===== config.mk =====
export PLATFORM = sky130hd
export DESIGN_NAME = tcht_seq
export DESIGN_NICKNAME = d
export VERILOG_FILES = /design/src/hdl/tcht_pkg.sv /design/src/hdl/tcht_seq.sv
export SDC_FILE = /design/constraint.sdc
export NUM_CORES = 2
export LEC_CHECK = 0
export BUFFER_PORTS_ARGS = -buffer_cell sky130_fd_sc_hd__buf_2
export CAP_MARGIN = 30
export CORE_MARGIN = 3
export CORE_UTILIZATION = 40
export DETAILED_ROUTE_END_ITERATION = 10
export PLACE_DENSITY = 0.66
export SLEW_MARGIN = 10
export SYNTH_ARGS = -nofsm -noshare
export SYNTH_HDL_FRONTEND = slang
export SYNTH_SLANG_ARGS = --single-unit

===== constraint.sdc =====
create_clock -name clk -period 24.7 [get_ports clk]
set_clock_uncertainty 0.1 [all_clocks]
set_input_delay 2.47 -clock clk [delete_from_list [all_inputs] [get_ports clk]]
set_output_delay 2.47 -clock clk [all_outputs]
set_load 0.01 [all_outputs]

===== src/hdl/tcht_pkg.sv =====
// ----------------------------------------------------------------------------
// tcht_pkg
// shared types, codes and saturating helpers of the credit history table
// ----------------------------------------------------------------------------
package tcht_pkg;

  localparam int MAX_ENTRIES_DEF = 256;
  localparam logic [7:0] BUFFER_SIZE_RST = 8'd4;

  // operation codes
  localparam logic [1:0] OP_ALLOC = 2'd0;
  localparam logic [1:0] OP_RECV  = 2'd1;
  localparam logic [1:0] OP_PRUNE = 2'd2;

  // error codes
  localparam logic [1:0] ERR_OK       = 2'd0;
  localparam logic [1:0] ERR_FULL     = 2'd1;
  localparam logic [1:0] ERR_BEFORE   = 2'd2;
  localparam logic [1:0] ERR_ORDER    = 2'd3;

  typedef struct packed {
    logic [1:0]  operation;
    logic [63:0] item_time;
    logic [7:0]  item_length;
  } item_t;

  typedef struct packed {
    logic        granted;
    logic [63:0] start_time;
    logic [1:0]  error;
  } res_t;

  typedef struct packed {
    logic [63:0] etime;
    logic [7:0]  credits;
  } entry_t;

  localparam int ENTRY_W = $bits(entry_t);

  function automatic logic [7:0] sat_add(input logic [7:0] a, input logic [8:0] b);
    logic [9:0] s;
    s = {2'b00, a} + {1'b0, b};
    return (s > 10'd255) ? 8'hFF : s[7:0];
  endfunction

  function automatic logic [7:0] sat_sub(input logic [7:0] a, input logic [7:0] b);
    return (a > b) ? (a - b) : 8'd0;
  endfunction

endpackage


===== src/hdl/tcht_seq.sv =====
// ----------------------------------------------------------------------------
// tcht_seq
// sequencer that scans and rewrites the history table one entry at a time
// ----------------------------------------------------------------------------
module tcht_seq #(
  parameter int MAX_ENTRIES = tcht_pkg::MAX_ENTRIES_DEF
) (
  input  logic                           clk,
  input  logic                           rst,
  input  logic                           cfg_we,
  input  logic [7:0]                     cfg_data,
  input  logic                           in_valid,
  output logic                           in_ready,
  input  tcht_pkg::item_t                in_item,
  output logic                           res_valid,
  input  logic                           res_ready,
  output tcht_pkg::res_t                 res,
  output logic                           ram_we,
  output logic [$clog2(MAX_ENTRIES)-1:0] ram_waddr,
  output tcht_pkg::entry_t               ram_wdata,
  output logic [$clog2(MAX_ENTRIES)-1:0] ram_raddr,
  input  tcht_pkg::entry_t               ram_rdata
);

  localparam int AW = $clog2(MAX_ENTRIES);
  localparam int CW = $clog2(MAX_ENTRIES + 1);
  localparam logic [AW:0]   DEPTH_W = (AW + 1)'(MAX_ENTRIES);
  localparam logic [CW-1:0] FULL_W  = CW'(MAX_ENTRIES);
  localparam logic [CW-1:0] ONE_W   = CW'(1);

  typedef enum logic [3:0] {
    S_IDLE, S_A_RD, S_A_EV, S_D_HRD, S_D_HEV, S_D_RD, S_D_EV,
    S_W_RD, S_W_EV, S_R_RD, S_R_EV, S_R_APP, S_FIN
  } state_t;

  state_t          state;
  logic            init_pending;
  logic [7:0]      buffer_size;
  logic [AW-1:0]   head;
  logic [CW-1:0]   count;
  logic [CW-1:0]   k;
  logic [CW-1:0]   p;
  logic [AW-1:0]   hslot;
  logic [63:0]     t_r;
  logic [7:0]      len;
  logic [63:0]     dtime;
  logic [7:0]      dn;
  logic [63:0]     tt;
  logic [63:0]     diff;
  logic [7:0]      c;
  logic [7:0]      hc;
  logic [7:0]      i;
  logic            merge;
  logic            granted;
  logic [63:0]     start;
  logic [1:0]      err;

  logic [CW-1:0]   slot_k;
  logic [AW:0]     slot_sum;
  logic [AW-1:0]   slot_addr;
  logic [63:0]     st_c;
  logic [64:0]     dt_sum;
  logic [63:0]     dt_c;
  logic [63:0]     diff_c;
  logic            i_eq;
  logic            i_gt;
  logic [7:0]      ahead;
  logic [64:0]     app_sum;
  logic [7:0]      app_cred;
  logic            do_app;
  logic            full;
  logic [7:0]      hc_inc;
  logic            last_i;
  logic            last_k;

  // circular slot address of the entry being visited
  always_comb begin
    slot_k    = (state == S_R_APP) ? count : k;
    slot_sum  = {1'b0, head} + {1'b0, slot_k[AW-1:0]};
    slot_addr = (slot_sum >= DEPTH_W) ? AW'(slot_sum - DEPTH_W) : slot_sum[AW-1:0];
  end

  // datapath helpers
  always_comb begin
    st_c     = (ram_rdata.etime > t_r) ? ram_rdata.etime : t_r;
    dt_sum   = {1'b0, st_c} + {57'd0, len};
    dt_c     = dt_sum[64] ? {64{1'b1}} : dt_sum[63:0];
    diff_c   = ram_rdata.etime - t_r;
    i_eq     = ({56'd0, i} == diff);
    i_gt     = ({56'd0, i} > diff);
    ahead    = i - diff[7:0];
    app_sum  = merge ? ({1'b0, tt} + {57'd0, ahead}) : ({1'b0, t_r} + {57'd0, i});
    app_cred = merge ? tcht_pkg::sat_add(hc, {1'b0, ahead})
                     : tcht_pkg::sat_add(c, {1'b0, i} + 9'd1);
    do_app   = merge ? i_gt : 1'b1;
    full     = (count >= FULL_W);
    hc_inc   = tcht_pkg::sat_add(hc, {1'b0, i} + 9'd1);
    last_i   = (i == len - 8'd1);
    last_k   = (k == count - ONE_W);
  end

  // memory access of the current step
  always_comb begin
    ram_raddr = slot_addr;
    ram_we    = 1'b0;
    ram_waddr = slot_addr;
    ram_wdata = '0;
    if (init_pending || cfg_we) begin
      ram_we            = 1'b1;
      ram_waddr         = '0;
      ram_wdata.etime   = '0;
      ram_wdata.credits = cfg_we ? cfg_data : buffer_size;
    end else begin
      case (state)
        S_W_EV: begin
          ram_we            = 1'b1;
          ram_wdata.etime   = (k == p) ? dtime : ram_rdata.etime;
          ram_wdata.credits = tcht_pkg::sat_sub(ram_rdata.credits, dn);
        end
        S_R_EV: begin
          // merge that lands wholly on the single entry
          if (ram_rdata.etime >= t_r && count == ONE_W && diff_c >= {56'd0, len}) begin
            ram_we            = 1'b1;
            ram_wdata.etime   = ram_rdata.etime;
            ram_wdata.credits = tcht_pkg::sat_add(ram_rdata.credits, {1'b0, len});
          end
        end
        S_R_APP: begin
          if (merge && i_eq) begin
            ram_we            = 1'b1;
            ram_waddr         = head;
            ram_wdata.etime   = tt;
            ram_wdata.credits = hc_inc;
          end else if (do_app && !app_sum[64] && !full) begin
            ram_we            = 1'b1;
            ram_wdata.etime   = app_sum[63:0];
            ram_wdata.credits = app_cred;
          end
        end
        default: begin
          ram_we = 1'b0;
        end
      endcase
    end
  end

  assign in_ready  = (state == S_IDLE) && !init_pending;
  assign res_valid = (state == S_FIN);
  assign res       = '{granted: granted, start_time: start, error: err};

  // sequencer state and table registers
  always_ff @(posedge clk) begin
    if (rst) begin
      state        <= S_IDLE;
      init_pending <= 1'b1;
      buffer_size  <= tcht_pkg::BUFFER_SIZE_RST;
      head         <= '0;
      count        <= ONE_W;
    end else begin
      init_pending <= 1'b0;
      if (cfg_we) begin
        buffer_size <= cfg_data;
        head        <= '0;
        count       <= ONE_W;
      end
      case (state)
        S_IDLE: begin
          if (in_valid && in_ready) begin
            t_r     <= in_item.item_time;
            len     <= in_item.item_length;
            start   <= in_item.item_time;
            granted <= 1'b0;
            err     <= tcht_pkg::ERR_OK;
            k       <= '0;
            case (in_item.operation)
              tcht_pkg::OP_ALLOC: state <= S_A_RD;
              tcht_pkg::OP_RECV: begin
                k     <= count - ONE_W;
                state <= S_R_RD;
              end
              tcht_pkg::OP_PRUNE: begin
                dtime <= in_item.item_time;
                dn    <= 8'd0;
                state <= S_D_HRD;
              end
              default: state <= S_FIN;
            endcase
          end
        end
        // allocate: first entry with enough credits
        S_A_RD: state <= S_A_EV;
        S_A_EV: begin
          if (ram_rdata.credits >= len) begin
            start   <= st_c;
            granted <= 1'b1;
            dtime   <= dt_c;
            dn      <= len;
            k       <= '0;
            state   <= S_D_HRD;
          end else if (last_k) begin
            state <= S_FIN;
          end else begin
            k     <= k + ONE_W;
            state <= S_A_RD;
          end
        end
        // decrease: check head, then find the last entry not after dtime
        S_D_HRD: state <= S_D_HEV;
        S_D_HEV: begin
          if (ram_rdata.etime > dtime) begin
            err   <= tcht_pkg::ERR_BEFORE;
            state <= S_FIN;
          end else begin
            p <= '0;
            if (count == ONE_W) begin
              k     <= '0;
              state <= S_W_RD;
            end else begin
              k     <= ONE_W;
              state <= S_D_RD;
            end
          end
        end
        S_D_RD: state <= S_D_EV;
        S_D_EV: begin
          if (ram_rdata.etime > dtime) begin
            k     <= p;
            state <= S_W_RD;
          end else begin
            p <= k;
            if (last_k) begin
              state <= S_W_RD;
            end else begin
              k     <= k + ONE_W;
              state <= S_D_RD;
            end
          end
        end
        // rewrite pass from the new head to the tail
        S_W_RD: state <= S_W_EV;
        S_W_EV: begin
          if (k == p) begin
            hslot <= slot_addr;
          end
          if (last_k) begin
            head  <= (k == p) ? slot_addr : hslot;
            count <= count - p;
            state <= S_FIN;
          end else begin
            k     <= k + ONE_W;
            state <= S_W_RD;
          end
        end
        // receive: look at the tail entry
        S_R_RD: state <= S_R_EV;
        S_R_EV: begin
          tt <= ram_rdata.etime;
          c  <= ram_rdata.credits;
          hc <= ram_rdata.credits;
          i  <= 8'd0;
          if (ram_rdata.etime < t_r) begin
            merge <= 1'b0;
            state <= (len == 8'd0) ? S_FIN : S_R_APP;
          end else if (count != ONE_W) begin
            err   <= tcht_pkg::ERR_ORDER;
            state <= S_FIN;
          end else begin
            merge <= 1'b1;
            diff  <= diff_c;
            state <= (diff_c >= {56'd0, len}) ? S_FIN : S_R_APP;
          end
        end
        // one credit per cycle: append or merge
        S_R_APP: begin
          if (merge && i_eq) begin
            hc    <= hc_inc;
            i     <= i + 8'd1;
            state <= last_i ? S_FIN : S_R_APP;
          end else if (do_app) begin
            if (app_sum[64]) begin
              state <= S_FIN;
            end else if (full) begin
              err   <= tcht_pkg::ERR_FULL;
              state <= S_FIN;
            end else begin
              count <= count + ONE_W;
              i     <= i + 8'd1;
              state <= last_i ? S_FIN : S_R_APP;
            end
          end else begin
            i     <= i + 8'd1;
            state <= last_i ? S_FIN : S_R_APP;
          end
        end
        S_FIN: begin
          if (res_ready) begin
            state <= S_IDLE;
          end
        end
        default: state <= S_IDLE;
      endcase
    end
  end

endmodule


Word-level counts from Yosys, hierarchy flattened
Index checks and enable logic that the tools add are counted.
{ "word_totals": {"register_bits": 420, "latchBits": 0, "mem_bits_rw": 0, "romBits": 0, "in_bits": 159, "output_inout_bits": 158, "wordCells": 227, "n_memories": 0} }
{ "classes": {"addsub": 19, "mul": 0, "div": 0, "magnitude_cmp": 14, "n_eq_ne": 37, "shifts": 0, "n_mux": 101, "n_bitwise": 3, "n_reduce_logical": 32} }
{ "ops": {"columns": ["operator", "n"], "rows": [
  ["2-to-1 mux 64 bit", 8],
  ["2-to-1 mux 72 bit", 4],
  ["one-hot mux 64 bit (2 select lines)", 2],
  ["one-hot mux 72 bit (3 select lines)", 1],
  ["adder 64 x 8 -> 65 bit", 3],
  ["2-to-1 mux 8 bit", 24],
  ["greater-than comparator 64 bit", 2],
  ["2-to-1 mux 9 bit", 14],
  ["2-to-1 mux 65 bit", 1],
  ["equality test 8 x 64 -> 1 bit", 1],
  [">= comparator 64 bit", 1],
  [">= comparator 64 x 8 -> 1 bit", 1],
  ["greater-than comparator 8 x 64 -> 1 bit", 1],
  ["less-than comparator 64 bit", 1],
  ["subtractor 64 bit", 1],
  ["one-hot mux 4 bit (13 select lines)", 1],
  ["one-hot mux 8 bit (2 select lines)", 3],
  ["one-hot mux 9 bit (5 select lines)", 1],
  ["one-hot mux 9 bit (2 select lines)", 2],
  ["2-to-1 mux 4 bit", 8],
  ["adder 8 x 8 -> 9 bit", 3],
  ["2-to-1 mux 2 bit", 11],
  ["inequality test 2 bit (second input constant)", 11],
  ["2-to-1 mux 3 bit", 7],
  ["other kinds (45)", 94]
]} }

Logic depth before layout (Yosys ltp)
{ "depth": {"depth_word": 10, "mapped_depth": 31, "depth_no_buf": 24} }

Worst setup path before layout
Ideal clock, no wire load.
{ "synth_path": {"path_kind": "input to register", "from": "input ram_rdata[0] (netlist bit)", "to": "register dn[0] (enable)", "setup_time_ps": 591, "t_arrival_ps": 8683, "t_required_ps": 24009, "path_slack_ps": 15327, "stages": 12, "n_path_buf": 0, "cell_sequence": "inv_1 -> ha_1 -> nand2b_1 -> a21o_1 -> a21oi_1 -> nor2_1 -> o21a_1 -> o21ai_0 -> a211o_1 -> nor2_1 -> a21oi_1 -> nor3_1"} }
{ "synth_via": {"elab_chain_cells": 3} }
{ "synth_lines": {"columns": ["item", "line_no", "source"], "rows": [
  ["from (decl)", "tcht_seq.sv:22", "input tcht_pkg::entry_t ram_rdata"],
  [">= comparator 8 bit", "tcht_seq.sv:193", "if (ram_rdata.credits >= len) begin"],
  ["inequality test 2 bit (no source line)", null, null],
  ["AND reduction 5 bit (no source line)", null, null],
  ["to (signal assigned)", "tcht_seq.sv:197", "dn <= len;"],
  ["to (decl)", "tcht_seq.sv:47", "logic [7:0] dn;"]
]} }
Every way passes these cells.
A chain may end at the register's enable or synchronous reset.

==> results.ini <==
[routing]
post_drt_wl_per_cell_um = 24.7
drt-pass1-iter-count = 8
drtIter0Drc = 3718
route.detailed.drc = 0
vias = 33300
antenna_left = 0
drt-total-wl_mm = 134
avgViaCountPerCell = 6.13

[cells_and_area]
final_cell_mix = nor2_1, edfxtp_1, a21oi_1
layout-drive-gt1-share_pct = 12.4
nets = 4653
fill_cells = 8429
area_growth_pct = 12.7
register_area_sq_um = 12300
final_common_cell = nor2_1
multi_input_area_sq_um = 21000

[setup_path]
rr_startpoint = t_r[50]
cp-end-kind = primary output
critPathArrivalTime_ps = 7530
worst-setup-path-type = in2out
rr_endpoint = dtime[1]
crit_chain = buf_2 -> ha_1 -> nand4_1 -> or3_1 -> a211oi_1 -> o21ai_0 -> o21ai_1 -> nor2_1 -> a221o_1 -> or2_2 -> o31a_2 -> buf_4 -> a221o_1 -> buf_2
critPathMaxFanout = 36
cpLargestDelayFamily = compound AO/OA/AOI/OAI gates
cp_num_buf_inv = 3
reg2regPathDepth = 24
slowest_delay_ps = 690
cp_slowest_cell = a211oi_1
crit_start = ram_rdata[34]
rrSetupSlack_ps = 16620
start_kind = primary input
worstPathRequired_ps = 22130

[placed_design]
portBuffers = 316
place_ws_ps = 14640
gp_congestion = 1.03
hpwl_mm = 104

[timing]
drv_slew = 0
holdWs_ps = 385
fin_crit_sh_pct = 40.9
finalWorstSetupSlack_ps = 14600
rsz0062_at_grt = false
min_period_ps = 10100
worstMarginPinSlew_ps = 1080
finalSetupViolCount = 0
final_hold_viol_count = 0
finalSetupTns_ps = 0
relSlewSlack_pct = 27.6
fmax_mhz = 99.0

[worst_hold_path]
holdPathStages = 2
worstHoldEndpoint = buffer_size[2]
hp-class = reg2reg
worstHoldStart = buffer_size[2]

[clock_network]
cts_tree = yes
numCtsBuffers = 49
cts_resized = 0
cts_root_buf = clkbuf_16
cts_max_level = 2
cts_hold_buf = 0
clk_latency_ps = 610
cts_setup_buffers = 0
clkSlewWorstSetupHoldPaths_ps = 60
cts.sinks = 420
max-clock-path-buffers = 3

[power]
sw_frac_of_total_pct = 38.0
ir_drop_uv = 64.2
p_int_mw = 1.71
p_leak_nw = 15.5
comb_power_share_pct = 35.8
seqPwrFrac_pct = 35.9
power_density_nw_per_um2 = 70.1
p_clk_share_pct = 28.3
p_switching_mw = 1.05

[status]
status = finished clean

[global_routing]
grt_pass1_wl_mm = 201
antenna_found_initial = 0
grt_pass1_vias = 32200
track_usage_pct = 28.7
grt_max_degree = 85
gr-total-overflow = 0

[synthesis]
syn_area_per_cell_sq_um = 8.71
synth_async_sr_flop_share_pct = 0
synth_area_sq_um = 35000
synth-main-ff-cell = edfxtp_1
syn-num-nets = 4422
ys_warn_count = 0
ys_seq_area_share_pct = 35.2
synth_cells = 4014
synth_seq_cells = 420
synth_edf_count = 390
ys_types = 88

[floorplanning]
fp-row-count = 107
pin_count = 317
die_x_um = 302
design.die.area_sq_um = 91000
core-area_sq_um = 85900
start_util_pct = 40.7
die_h_um = 302

[job]
cap_violations = 0

==> cell type report <==
class,instances,area share (%)
Multi-Input combinational cell,3142,53.2
Sequential cell,420,31.2
Timing Repair Buffer,374,5.17
Tap cell,1144,3.63
Clock buffer,61,3.33
Inverter,258,2.46
Clock inverter,30,0.972
Antenna cell,1,0.00635
==> flip-flops by register name, indices dropped and copies added (netlist names), 2 cells and up <==
register     flops
tt              64
hslot            8
state            4
t_r             64
c                8
i                8
diff            64
hc               8
head             8
len              8
dtime           64
buffer_size      8
dn               8
k                9
err              2
p                9
count            9
start           64
==> layer usage <==
metal  global-route usage (%)  part of all wire [%]  vias to the layer above
li1                         -                     -                    15300
met1                     39.2                    42                    16000
met3                     4.47                   8.7                      276
met4                     10.8                   4.4                        0
met2                     45.7                    45                     1704
met5                        0                     0                        -
==> cells by family (layout without fill, tap and decap cells) <==
family                   after synthesis  after routing  synth area share [%]
flip-flops                           420            420                  35.2
buffers and inverters                452            723                  5.10
multiplexers                         123            123                  3.61
XOR/XNOR                             322            322                  8.11
other                                  0              1                     0
AO/OA/AOI/OAI                       1093           1093                  20.2
AND/OR/NAND/NOR                     1355           1355                  18.6
adder cells (fa/ha/maj)              249            249                  9.17
==> power by group through the flow <==
stage	Combinational, mW	Sequential [mW]	Clock [mW]
2_1_floorplan	0.615	1.00	0
6_report	0.987	0.992	0.782
5_1_grt	1.07	1.00	0.820
3_3_place_gp	0.956	1.00	0
3_5_place_dp	0.968	1.00	0
4_1_cts	0.976	0.990	0.791
==> how the worst max path moves through the flow <==
| stage | endpoint | slack [ps] | depth (start not counted) |
|---|---|---|---|
| after CTS | ram_wdata[43] | 14610 | 14 |
| after floorplan | dn[0] | 15330 | 12 |
| after global placement | ram_wdata[61] | 14690 | 14 |
| final | ram_wdata[43] | 14600 | 14 |
| after global routing | ram_wdata[43] | 14370 | 14 |
| after detailed placement | ram_wdata[43] | 14640 | 14 |
==> worst register-to-register path, delay by kind of cell, from the launching register on <==
family	cells	cell delay (ps)
simple gates	7	2320
flops	1	570
buf+inv	4	1230
fa+ha+maj	3	1160
compound gates	8	1700
mux	2	700
==> through the flow <==
step	instances	power (mW)	cell area (sq um)	utilization (%)
global placement	5331	1.96	37600	43.8
global route	5429	2.89	39400	45.8
finish	5430	2.76	39400	45.8
CTS	5427	2.76	39400	45.8
detailed placement	5336	1.97	37700	43.9
floorplan	4014	1.62	35000	-
==> synthesized netlist by cell type, types with 95 or more instances <==
| cell type | n | share of area (%) |
|---|---|---|
| xor2_1 | 127 | 3.2 |
| inv_1 | 255 | 2.7 |
| mux2i_1 | 99 | 2.8 |
| xnor2_1 | 194 | 4.9 |
| ha_1 | 237 | 8.5 |
| a21oi_1 | 369 | 5.3 |
| nor2_1 | 405 | 4.3 |
| edfxtp_1 | 390 | 34 |
| clkbuf_1 | 132 | 1.4 |
| nor3_1 | 98 | 1.4 |
| o21ai_0 | 233 | 3.3 |
| nand2_1 | 355 | 3.8 |
| nand4_1 | 112 | 2.0 |
| nand3_1 | 95 | 1.4 |
No activity file was read; power rests on OpenSTA's default activity.
