File: src/hdl/tcht_ram.sv
// ----------------------------------------------------------------------------
// tcht_ram
// simple dual-port ram, one write and one registered read per cycle
// ----------------------------------------------------------------------------
module tcht_ram #(
  parameter int WIDTH = 8,
  parameter int DEPTH = 16
) (
  input  logic                     clk,
  input  logic                     we,
  input  logic [$clog2(DEPTH)-1:0] waddr,
  input  logic [WIDTH-1:0]         wdata,
  input  logic [$clog2(DEPTH)-1:0] raddr,
  output logic [WIDTH-1:0]         rdata
);

  logic [WIDTH-1:0] mem [DEPTH];

  // write port and registered read port
  always_ff @(posedge clk) begin
    if (we) begin
      mem[waddr] <= wdata;
    end
    rdata <= mem[raddr];
  end

endmodule

File: config.mk
export PLATFORM = sky130hd
export DESIGN_NAME = tcht_ram
export DESIGN_NICKNAME = d
export VERILOG_FILES = /design/src/hdl/tcht_ram.sv
export SDC_FILE = /design/constraint.sdc
export NUM_CORES = 1
export LEC_CHECK = 0
export ABC_AREA = 1
export BUFFER_PORTS_ARGS = -buffer_cell sky130_fd_sc_hd__buf_2
export CORE_AREA = 2 2 142 144
export CTS_BUF_LIST = sky130_fd_sc_hd__clkbuf_16
export DETAILED_ROUTE_END_ITERATION = 10
export DIE_AREA = 0 0 144 146
export PLACE_DENSITY_LB_ADDON = 0.25
export SKIP_CTS_REPAIR_TIMING = 1
export SLEW_MARGIN = 30
export SYNTH_ARGS = -nofsm -noshare
export SYNTH_HDL_FRONTEND = slang
export SYNTH_SLANG_ARGS = --single-unit
File: constraint.sdc
create_clock -name clk -period 1.6 [get_ports clk]
set_clock_uncertainty 0.1 [all_clocks]
set_input_delay 0.24 -clock clk [delete_from_list [all_inputs] [get_ports clk]]
set_output_delay 0.24 -clock clk [all_outputs]
set_load 0.02 [all_outputs]
Word level (Yosys, flattened, before mapping)
Memory sizes are Yosys's and may differ from the RTL's. A register that Yosys moved wholly into a read port is not among the register bits.
Index checks and enable logic that the tools add are counted.
{"block": "op_classes", "n_mux": 2}
{"operator": "$mux 1", "count": 2}
{"block": "word_totals", "ff_bits": 0, "ram_bits": 128, "inputBits": 18, "wordCells": 3, "mem_count": 1}
{"memory": "mem", "words": 16, "word_bits": 8, "rd": 1, "rd_clocked_by_memory_dff": 1, "write_ports": 1, "line_no": "17", "source": "logic [WIDTH-1:0] mem [DEPTH];"}

Depth between registers and ports, before layout
Gate-level depths: netlist (run 1).
{"block": "depth", "depth_word": 2, "depth_mapped": 8}

Least setup slack after synthesis (run 1)
No wires, ideal clock.
{"block": "synth_timing", "path_kind": "input to register", "from": "in waddr[2]", "to": "mem mem[10][0] (enable)", "setup_ns": 0.370, "arrival_ns": 0.821, "slack_ns": 0.309, "cell_stages": 2, "path_cell_list": "nand3b_1 nor2_1"}
{"item": "start: declaration", "line_no": "11", "source": "input logic [$clog2(DEPTH)-1:0] waddr,"}
{"item": "end: declaration", "line_no": "17"}
No word-level cell before the write port.

Worst setup path in the final report (run 1)
{"block": "layout_timing", "from": "reg rdata[6] (read register of mem)", "to": "out rdata[6]"}
{"item": "start: declaration", "line_no": "14", "source": "output logic [WIDTH-1:0] rdata"}
No word-level cell between the ends.

==> metrics.txt, run 1 <==
sw frac 22.4%; Die H 146 µm; YS warnings 0; Post-Syn Area slightly below 0.006 mm²; Hold Path Class input port to flop; top post-synthesis cells by area edfxtp_1 (67%), nand2_1 (11%), nand3_1 (8.4%); outcome finished clean; WS Path Type flop to primary output; Critical Path End Type primary output; TritonCTS clock tree yes; max-slew violations 0; Req. time, crit path approximately 1300 ps; Leak Pwr 0.00293 µW; H-tree depth 4; CP Max Fanout 1; Tmin final 1330 ps; gpl congestion ~0.81; Post-Syn Area per Cell between 10 and 15 µm²; clock share of power approximately 45%; P_int 6400 µW; Post-Syn Nets approximately 570; initial core utilization ~30%; Seq/Total Area, Yosys 69.4%; CP bufs+invs 1; worst setup margin between 200 and 300 ps; RSZ-0062 raised after global routing no; residual DRC count 0; Site Rows 51; drt pass-1 iters 5; Sequential Power Share slightly below 50%; Clock Latency Late Sink approximately 420 ps; Final HPWL DP 8.98 mm; Inserted Clock Buffers 17; Top delay family on crit path flip-flops; final hold violation count 0; number of port buffers 25; vias per cell ~4.3; n_diodes 0; Worst-Margin Slew 619 ps; Main synth FF type edfxtp_1; TNS Setup 0 ps; non-filler cells, final ~870; initial antenna violation count 0; number of max-cap violations 0; vias in the first global route 3755; Combinational Power Share between 6 and 7%; clk sinks between 100 and 150; Pwr Total around 8200 µW; Tcrit/Tclk final 83.3%; GR Util All Layers between 10 and 15%; die width between 100 and 150 µm; pin count of the biggest net entering global routing 33; Yosys cell types 12; WL per Instance around 16 µm; Hold Slack 75.8 ps; Max clock buf depth 2; share of post-route cells with drive strength above 1 between 10% and 20%; final setup fails 0; FF+latch count, synth 136; first-pass GRT wire length 21.7 mm; Slowest-stage cell, CP dfxtp_1; CTS clk-pin slew, worst paths approximately 60 ps; cell taking the most area after synthesis edfxtp_1; worst path cell trace buf_2; cell with the most instances after synthesis nand2_1; Place WS ~110 ps; Final nets 613; final wirelength approximately 14 mm; post-route ant nets 0; fill count ~2k; 1st-iter DRT viols around 280; asr flop ratio synth 0%; CP max stage delay 380 ps; startpoint class of the critical path flop; Post-Synthesis Cells about 550; Commonest cells post-synth nand2_1 (173), edfxtp_1 (128), inv_1 (100); Arr. time, crit path around 1000 ps; area grow syn2layout 18.5%; Via Count between 3k and 4k; P per Cell Area 1210 mW/mm²; number of flops mapped to enable cells by yosys 128; GR Overflow Total 0; die footprint 0.0210 mm²; IO Pins 26; core area about 0.019 mm²; Switch Pwr around 1800 µW; Root Buffer Master clkbuf_16; Max Clock Freq around 0.75 GHz; Synth top area share 66.7%; Max-slew headroom about three fifths; placed insts 841; Peak VDD IR roughly 0.78 mV
## power groups by stage
stage | Clock [µW] | Sequential [µW] | Combinational (µW)
final | 3710 | 4010 | 525
after global routing | 3930 | 4020 | 591
after CTS | 3780 | 4010 | 539
after detailed placement | 0 | 4090 | 538
after global placement | 0 | 4090 | 534
after floorplan | 0 | 4110 | 281
## layer usage
metal / wire length [µm] / global-route usage [%] / up-vias / part of all wire [%]
met3: 926 / 3.06 / 16 / 6.7
met2: 6640 / 21.8 / 95 / 48
li1: - / - / 1861 / -
met1: 6090 / 19.7 / 1780 / 44
met5: 0 / 0 / - / 0
met4: 220 / 5.29 / 0 / 1.6
## cell usage in the layout, fill, tap and decap left out
cell type and n:
clkinvlp_4 3, edfxtp_1 128, bufinv_16 2, nand2_1 173
nand3_1 97, inv_1 100, buf_12 3, nand3b_1 2
dfxtp_1 8, clkinv_1 1, nor2_1 17, inv_6 1
clkbuf_16 17, inv_2 2, clkinv_2 8, buf_4 21
buf_2 25
## state kept, by name, summed over array words and instances (netlist names)
| name | flops |
|---|---|
| mem | 128 |
| rdata | 8 |
## kinds of logic (layout without fill, tap and decap cells)
| kind of cell | count (synthesis) | count (layout) | synth area share, % |
|---|---|---|---|
| flip-flops | 136 | 136 | 69.4 |
| buffers and inverters | 126 | 183 | 9.52 |
| AND/OR/NAND/NOR | 289 | 289 | 21.0 |
## per-stage QoR
stage                     util [%]  cell area [µm²]
after floorplan                  -             5770
after global placement        32.5             6270
after detailed placement      32.5             6270
after CTS                     35.4             6840
after global routing          35.4             6840
final                         35.4             6840
## worst paths after layout
path,cells past startpoint,slack [ps],endpoint,from
hold reg to reg,6,550,rdata[4],mem[14][4]
setup / recovery,1,270,rdata[6],rdata[6]
setup reg to reg,6,480,rdata[4],mem[1][4]
hold / removal,3,80,rdata[4],raddr[3]
## layout make-up
cell class	instances	area, µm²	area share [%]
inverter	102	383	5.60
clock inverter	15	135	1.98
sequential	136	4000	58.6
timing repair buffer	49	343	5.02
multi-input combinational	289	1210	17.8
clock buffer	17	425	6.22
tap	265	332	4.85
Power figures use the tool's default switching activity.
==> inputs of run 2 (changes only) <==
- ABC_AREA: 1 -> 0
- CORE_AREA: 2 2 142 144 -> 2 2 134 136
- DIE_AREA: 0 0 144 146 -> 0 0 136 138
- clock period: 1.6 -> 1.35 ns (I/O delays scaled with it)
==> run 2 against run 1 <==
Effect of this change: the run now ends with negative setup slack left; synthesized cell count down 58%; final area shrank 4.7%; synthesized area shrank 11%; flip-flop and latch count is the same; critical path depth rose by 2; setup slack got worse by 310 ps; critical endpoint is now rdata[7]; highest routed layer unchanged; register-to-register slack worse by 520 ps; wire length shrank 23%; non-clock buffer count grew 11.
==> metrics.txt, run 2 <==
share of post-route cells with drive strength above 1 44.4% (was 13.5%); Commonest cells post-synth edfxtp_1 (128), mux4_2 (18), a22oi_1 (16) (was nand2_1 (173), edfxtp_1 (128), inv_1 (100)); placed insts 508 (was 841); P per Cell Area 1590 mW/mm² (was 1210 mW/mm²); outcome finished with violations (was finished clean); cell with the most instances after synthesis edfxtp_1 (was nand2_1); die footprint 0.0188 mm² (was 0.0210 mm²); top post-synthesis cells by area edfxtp_1 (75%), mux4_2 (7.9%), mux4_1 (7.1%) (was edfxtp_1 (67%), nand2_1 (11%), nand3_1 (8.4%)); Post-Syn Nets 247 (was 569); number of port buffers 25 (unchanged); clk sinks 136 (unchanged); most common cell after layout, fill and taps aside edfxtp_1 (was nand2_1); startpoint class of the critical path flop (unchanged); Hold Path Cell Cnt 1 (was 3); Synth top area share 74.7% (was 66.7%); Post-Synth Simple-Gate Area 3.18% (was 21.0%); Tcrit/Tclk final 103%; Req. time, crit path 1540 ps (was 1260 ps); Clock Latency Late Sink 410 ps (was 420 ps); YS warnings 0 (unchanged); Tmin final roughly 1400 ps; Arr. time, crit path 1580 ps (was 990 ps); Post-Syn Area 0.00515 mm² (was 0.00577 mm²); Hold EP mem[8][7] (was rdata[4]); core area 0.0175 mm² (was 0.0193 mm²); Main synth FF type edfxtp_1 (unchanged); Leak Pwr 0.00218 µW (was 0.00293 µW); max FFs per register 128 (unchanged); vias per cell 4.64 (was 4.30); R2R setup slack -40 ps (was 480 ps); Worst R2R End rdata[7] (was rdata[4]); first-pass GRT wire length 16.4 mm (was 21.7 mm); vias in the first global route 2722 (was 3755); Compound-Gate Fraction of Synth Area 2.33% (was 0%); area grow syn2layout 26.5% (was 18.5%); RSZ-0062 raised after global routing yes (was no); Worst-Margin Slew 1010 ps (was 619 ps); WL per Instance 19.9 µm (was 15.9 µm); Inserted Clock Buffers 17 (unchanged); Via Count 2508 (was 3752); r2r worst-path depth 3 (was 6); GR Util All Layers 12.5% (was 14.2%); CP Max Fanout 1 (unchanged); Final nets 316 (was 613); final hold violation count 0 (unchanged); Final HPWL DP 7.25 mm (was 8.98 mm); IO Pins 26 (unchanged); reg2reg start mem[3][7] (was mem[1][4]); Site Rows 49 (was 51); number of max-cap violations 0 (unchanged); initial antenna violation count 0 (unchanged); worst setup margin -40.0 ps (was 267 ps); failing checks negative setup slack; hold path start wdata[7] (was raddr[3]); Die H 138 µm (was 146 µm); TritonCTS clock tree yes (unchanged); Critical Path End Type flop (was primary output); final wirelength 10.8 mm (was 13.9 mm); Max-slew headroom 32.7% (was 58.7%); Peak VDD IR 0.852 mV (was 0.782 mV); post-route ant nets 0 (unchanged); xor-xnor portion of the synthesized cell area 0% (unchanged); Post-Syn Area per Cell 22.5 µm² (was 10.5 µm²); largest registers mem x128, rdata x8 (unchanged); H-tree depth 4 (unchanged); GR Overflow Total 0 (unchanged); Post-Synth Adder-Cell Area 0% (unchanged); post-synthesis mux area share 15.0% (was 0%); gpl congestion 0.676 (was 0.811); non-filler cells, final 540 (was 873); final setup fails 6 (was 0); number of flops mapped to enable cells by yosys 128 (unchanged); Seq/Total Area, Yosys 77.8% (was 69.4%); asr flop ratio synth 0% (unchanged); Post-Synthesis Cells 229 (was 551); n_diodes 0 (unchanged); Yosys cell types 19 (was 12); cell taking the most area after synthesis edfxtp_1 (unchanged); combinational family with the most area after synthesis multiplexers (was simple AND/OR/NAND/NOR gates); die width 136 µm (was 144 µm); 1st-iter DRT viols 173 (was 278); Root Buffer Master clkbuf_16 (unchanged); Max Clock Freq between 0.7 and 0.8 GHz; initial core utilization 29.4% (was 29.8%); FF+latch count, synth 136 (unchanged); Util after Layout 37.1% (was 35.4%); commonest cells after routing, fill and taps aside edfxtp_1 (128), mux4_2 (31), buf_4 (28), buf_2 (25), clkbuf_16 (17) (was nand2_1 (173), edfxtp_1 (128), inv_1 (100), nand3_1 (97), buf_2 (25)); drt pass-1 iters 4 (was 5); Largest Register mem (unchanged); residual DRC count 0 (unchanged); WS Path Type flop to flop (was flop to primary output); pin count of the biggest net entering global routing 22 (was 33); max-slew violations 0 (unchanged); Hold Path Class input port to flop (unchanged); CTS clk-pin slew, worst paths 60 ps (about the same); Max clock buf depth 2 (unchanged)
## run 2: changes by cell type after synthesis, moves of 4 or more
cell | before | now
nand2_1 | 173 | 9
inv_1 | 100 | 0
nand3_1 | 97 | 1
mux4_2 | 0 | 18
a22oi_1 | 0 | 16
mux4_1 | 0 | 14
buf_2 | 13 | 3
nor2_1 | 17 | 13
nor3_1 | 0 | 4
## run 2: how the worst max path moves through the flow
stage               slack (ps)       from  depth (start not counted)   endpoint
detailed placement        -430   raddr[0]                          5   rdata[2]
finish                     -40  mem[3][7]                          3   rdata[7]
global route              -120  mem[3][2]                          3   rdata[2]
CTS                       -160  mem[3][7]                          3   rdata[7]
floorplan                  -60   waddr[2]                          2  mem[0][0]
global placement          -430   raddr[0]                          5   rdata[2]
## run 2: cells by family (layout without fill, tap and decap cells)
kind of cell           after synthesis  after routing
muxes                               32             32
and+or+nand+nor                     35             35
buffers and inverters               10             92
DFF                                136            136
AOI/OAI and AO/OA                   16             16
## run 2: metal layers
layer,wire length [µm],vias up,track usage (%)
li1,-,1102,-
met1,4890,1336,17.2
met2,5110,55,18.6
met3,628,15,4.36
met4,139,0,4.11
met5,0,-,0
## run 2: metrics by stage
step	setup WS [ps]	area, µm²	hold WS, ps	TNS [ps]	total power, µW
2_1_floorplan	-55.5	5180	201	-570	5130
3_3_place_gp	-425	5820	496	-16090	5370
3_5_place_dp	-428	5820	507	-17490	5380
4_1_cts	-161	6470	65.4	-891	10500
5_1_grt	-120	6510	74.4	-620	10700
6_report	-40.0	6510	86.2	-142	10400
## run 2: final cells by class
cell class	instances	area, µm²
Clock buffer	17	425
Clock inverter	15	231
Fill cell	1636	11000
Multi-Input combinational cell	83	1090
Sequential cell	136	4000
Tap cell	229	287
Timing Repair Buffer	60	475
## run 2: critical path: stages, from the launching register on
cell and delay, ps:
edfxtp_1 360, mux4_2 500, a22oi_2 230, nand2_1 90
## run 2: report_power, final
group,total (µW),switching [µW],internal (µW)
clock,5080,1650,3440
combinational,548,311,237
sequential,4750,28.8,4720
total,10400,1990,8400
==> inputs of run 3 (changes only) <==
- CELL_PAD_IN_SITES_DETAIL_PLACEMENT: default -> 0
- CELL_PAD_IN_SITES_GLOBAL_PLACEMENT: default -> 1
==> run 3 against run 2 <==
Effect of this change: the run still ends with negative setup slack left; critical path depth unchanged; register-to-register slack better by 20 ps; via count down 0.92%; first-iteration DRC count down 9.8%; largest cell class unchanged.
==> metrics.txt, run 3 (synthesized netlist as in run 2, its figures left out) <==
startpoint class of the critical path flop (unchanged); Worst-Margin Slew 883 ps (was 1010 ps); GR Util All Layers 12.3% (was 12.5%); final hold violation count 0 (unchanged); clk sinks 136 (unchanged); outcome finished with violations (unchanged); Arr. time, crit path 1560 ps (was 1580 ps); WL per Instance 20.0 µm (was 19.9 µm); die footprint 0.0188 mm² (unchanged); Largest Register mem (unchanged); Root Buffer Master clkbuf_16 (unchanged); Max clock buf depth 2 (unchanged); core area 0.0175 mm² (unchanged); Die H 138 µm (unchanged); number of max-cap violations 0 (unchanged); non-filler cells, final 540 (unchanged); most common cell after layout, fill and taps aside edfxtp_1 (unchanged); Final nets 316 (unchanged); Final HPWL DP 7.26 mm (was 7.25 mm); residual DRC count 0 (unchanged); max FFs per register 128 (unchanged); n_diodes 0 (unchanged); largest registers mem x128, rdata x8 (unchanged); WS Path Type flop to flop (unchanged); initial antenna violation count 0 (unchanged); 1st-iter DRT viols 156 (was 173); Req. time, crit path 1540 ps (about the same); Peak VDD IR 0.709 mV (was 0.852 mV); area grow syn2layout 26.9% (was 26.5%); H-tree depth 4 (unchanged); Tmin final 1370 ps (was 1390 ps); worst path cell trace mux4_2 -> a22oi_1 -> nand2_1 (was mux4_2 -> a22oi_2 -> nand2_1); Hold Path Cell Cnt 1 (unchanged); first-pass GRT wire length 16.5 mm (was 16.4 mm); Design Area, Final 0.00653 mm² (was 0.00651 mm²); pin count of the biggest net entering global routing 17 (was 22); final setup fails 3 (was 6); TritonCTS clock tree yes (unchanged); initial core utilization 29.4% (unchanged); worst setup margin -20.7 ps (was -40.0 ps); RSZ-0062 raised after global routing yes (unchanged); Inserted Clock Buffers 17 (unchanged); Critical Path End Type flop (unchanged); TNS Setup -43.5 ps (was -142 ps); Max-slew headroom 40.9% (was 32.7%); post-route ant nets 0 (unchanged); Max Clock Freq 0.730 GHz (was 0.719 GHz); failing checks negative setup slack (unchanged); vias in the first global route 2645 (was 2722); Via Count 2485 (was 2508); GR Overflow Total 0 (unchanged); Site Rows 49 (unchanged); Leak Pwr 0.00220 µW (was 0.00218 µW); CP Max Fanout 1 (unchanged); CP max stage delay 480 ps (was 500 ps); Slowest-stage cell, CP mux4_2 (unchanged); max-slew violations 0 (unchanged); placed insts 508 (unchanged); Tcrit/Tclk final 102% (was 103%); gpl congestion 0.661 (was 0.676); vias per cell 4.60 (was 4.64); IO Pins 26 (unchanged); commonest cells after routing, fill and taps aside edfxtp_1 (128), mux4_2 (31), buf_4 (26), buf_2 (25), clkbuf_16 (17) (was edfxtp_1 (128), mux4_2 (31), buf_4 (28), buf_2 (25), clkbuf_16 (17)); Util after Layout 37.3% (was 37.1%); Hold Path Class input port to flop (unchanged); drt pass-1 iters 4 (unchanged); final wirelength 10.8 mm (about the same); Clock Latency Late Sink 410 ps (about the same); number of port buffers 25 (unchanged); die width 136 µm (unchanged); P per Cell Area 1600 mW/mm² (was 1590 mW/mm²); share of post-route cells with drive strength above 1 44.1% (was 44.4%); r2r worst-path depth 3 (unchanged); Hold Slack 82.6 ps (was 86.2 ps); DP Area 0.00584 mm² (was 0.00582 mm²); CTS clk-pin slew, worst paths 50 ps (was 60 ps)
==> run 3: cell types whose count changed in the layout (fill, tap and decap cells not counted) <==
cell        before  now
clkinv_4         0    3
a22oi_1          7    9
a22oi_2          9    7
buf_12           7    9
buf_4           28   26
clkinvlp_4       2    0
clkinv_1         1    0
inv_1            1    2
inv_6            1    0
nand2_1          9    8
nand2_2          0    1
==> run 3: final cells by class <==
class                           instances  area [µm²]
Fill cell                            1630       11000
Sequential cell                       136        4000
Multi-Input combinational cell         83        1080
Timing Repair Buffer                   60         500
Clock buffer                           17         425
Tap cell                              229         287
Clock inverter                         15         234
==> run 3: per-layer routing <==
layer  global-route usage, %  vias up  part of all wire (%)  routed length [µm]
met2                    20.6       42                    54                5810
met5                       0        -                     0                   0
met3                    3.56        7                   2.4                 260
met1                    15.3     1338                    43                4660
met4                    3.84        0                  0.81                  88
li1                        -     1098                     -                   -
==> run 3: through the flow <==
| stage | power, µW | worst slack, ps |
|---|---|---|
| finish | 10400 | -20.7 |
| global route | 10800 | -59.6 |
| CTS | 10500 | -129 |
| detailed placement | 5390 | -382 |
| global placement | 5390 | -367 |
| floorplan | 5130 | -55.5 |
==> run 3: report_power, final <==
group	total (µW)	switching [µW]	leakage [µW]	internal (µW)
logic	556	308	0.000640	248
clock network	5110	1670	0.000333	3440
registers	4750	28.3	0.00122	4720
total	10400	2010	0.00220	8410
==> run 3: final timing paths <==
check        startpoint    endpoint  slack (ps)
max reg2reg  mem[11][5]    rdata[5]         -20
min reg2reg   mem[4][3]    rdata[3]         580
max          mem[11][5]    rdata[5]         -20
min            wdata[0]  mem[13][0]          80
==> run 3: worst max-delay path: cells and delay by family (launching register included) <==
family,cells,cell delay (ps)
compound gates,1,230
mux,1,480
flops,1,370
simple gates,1,80
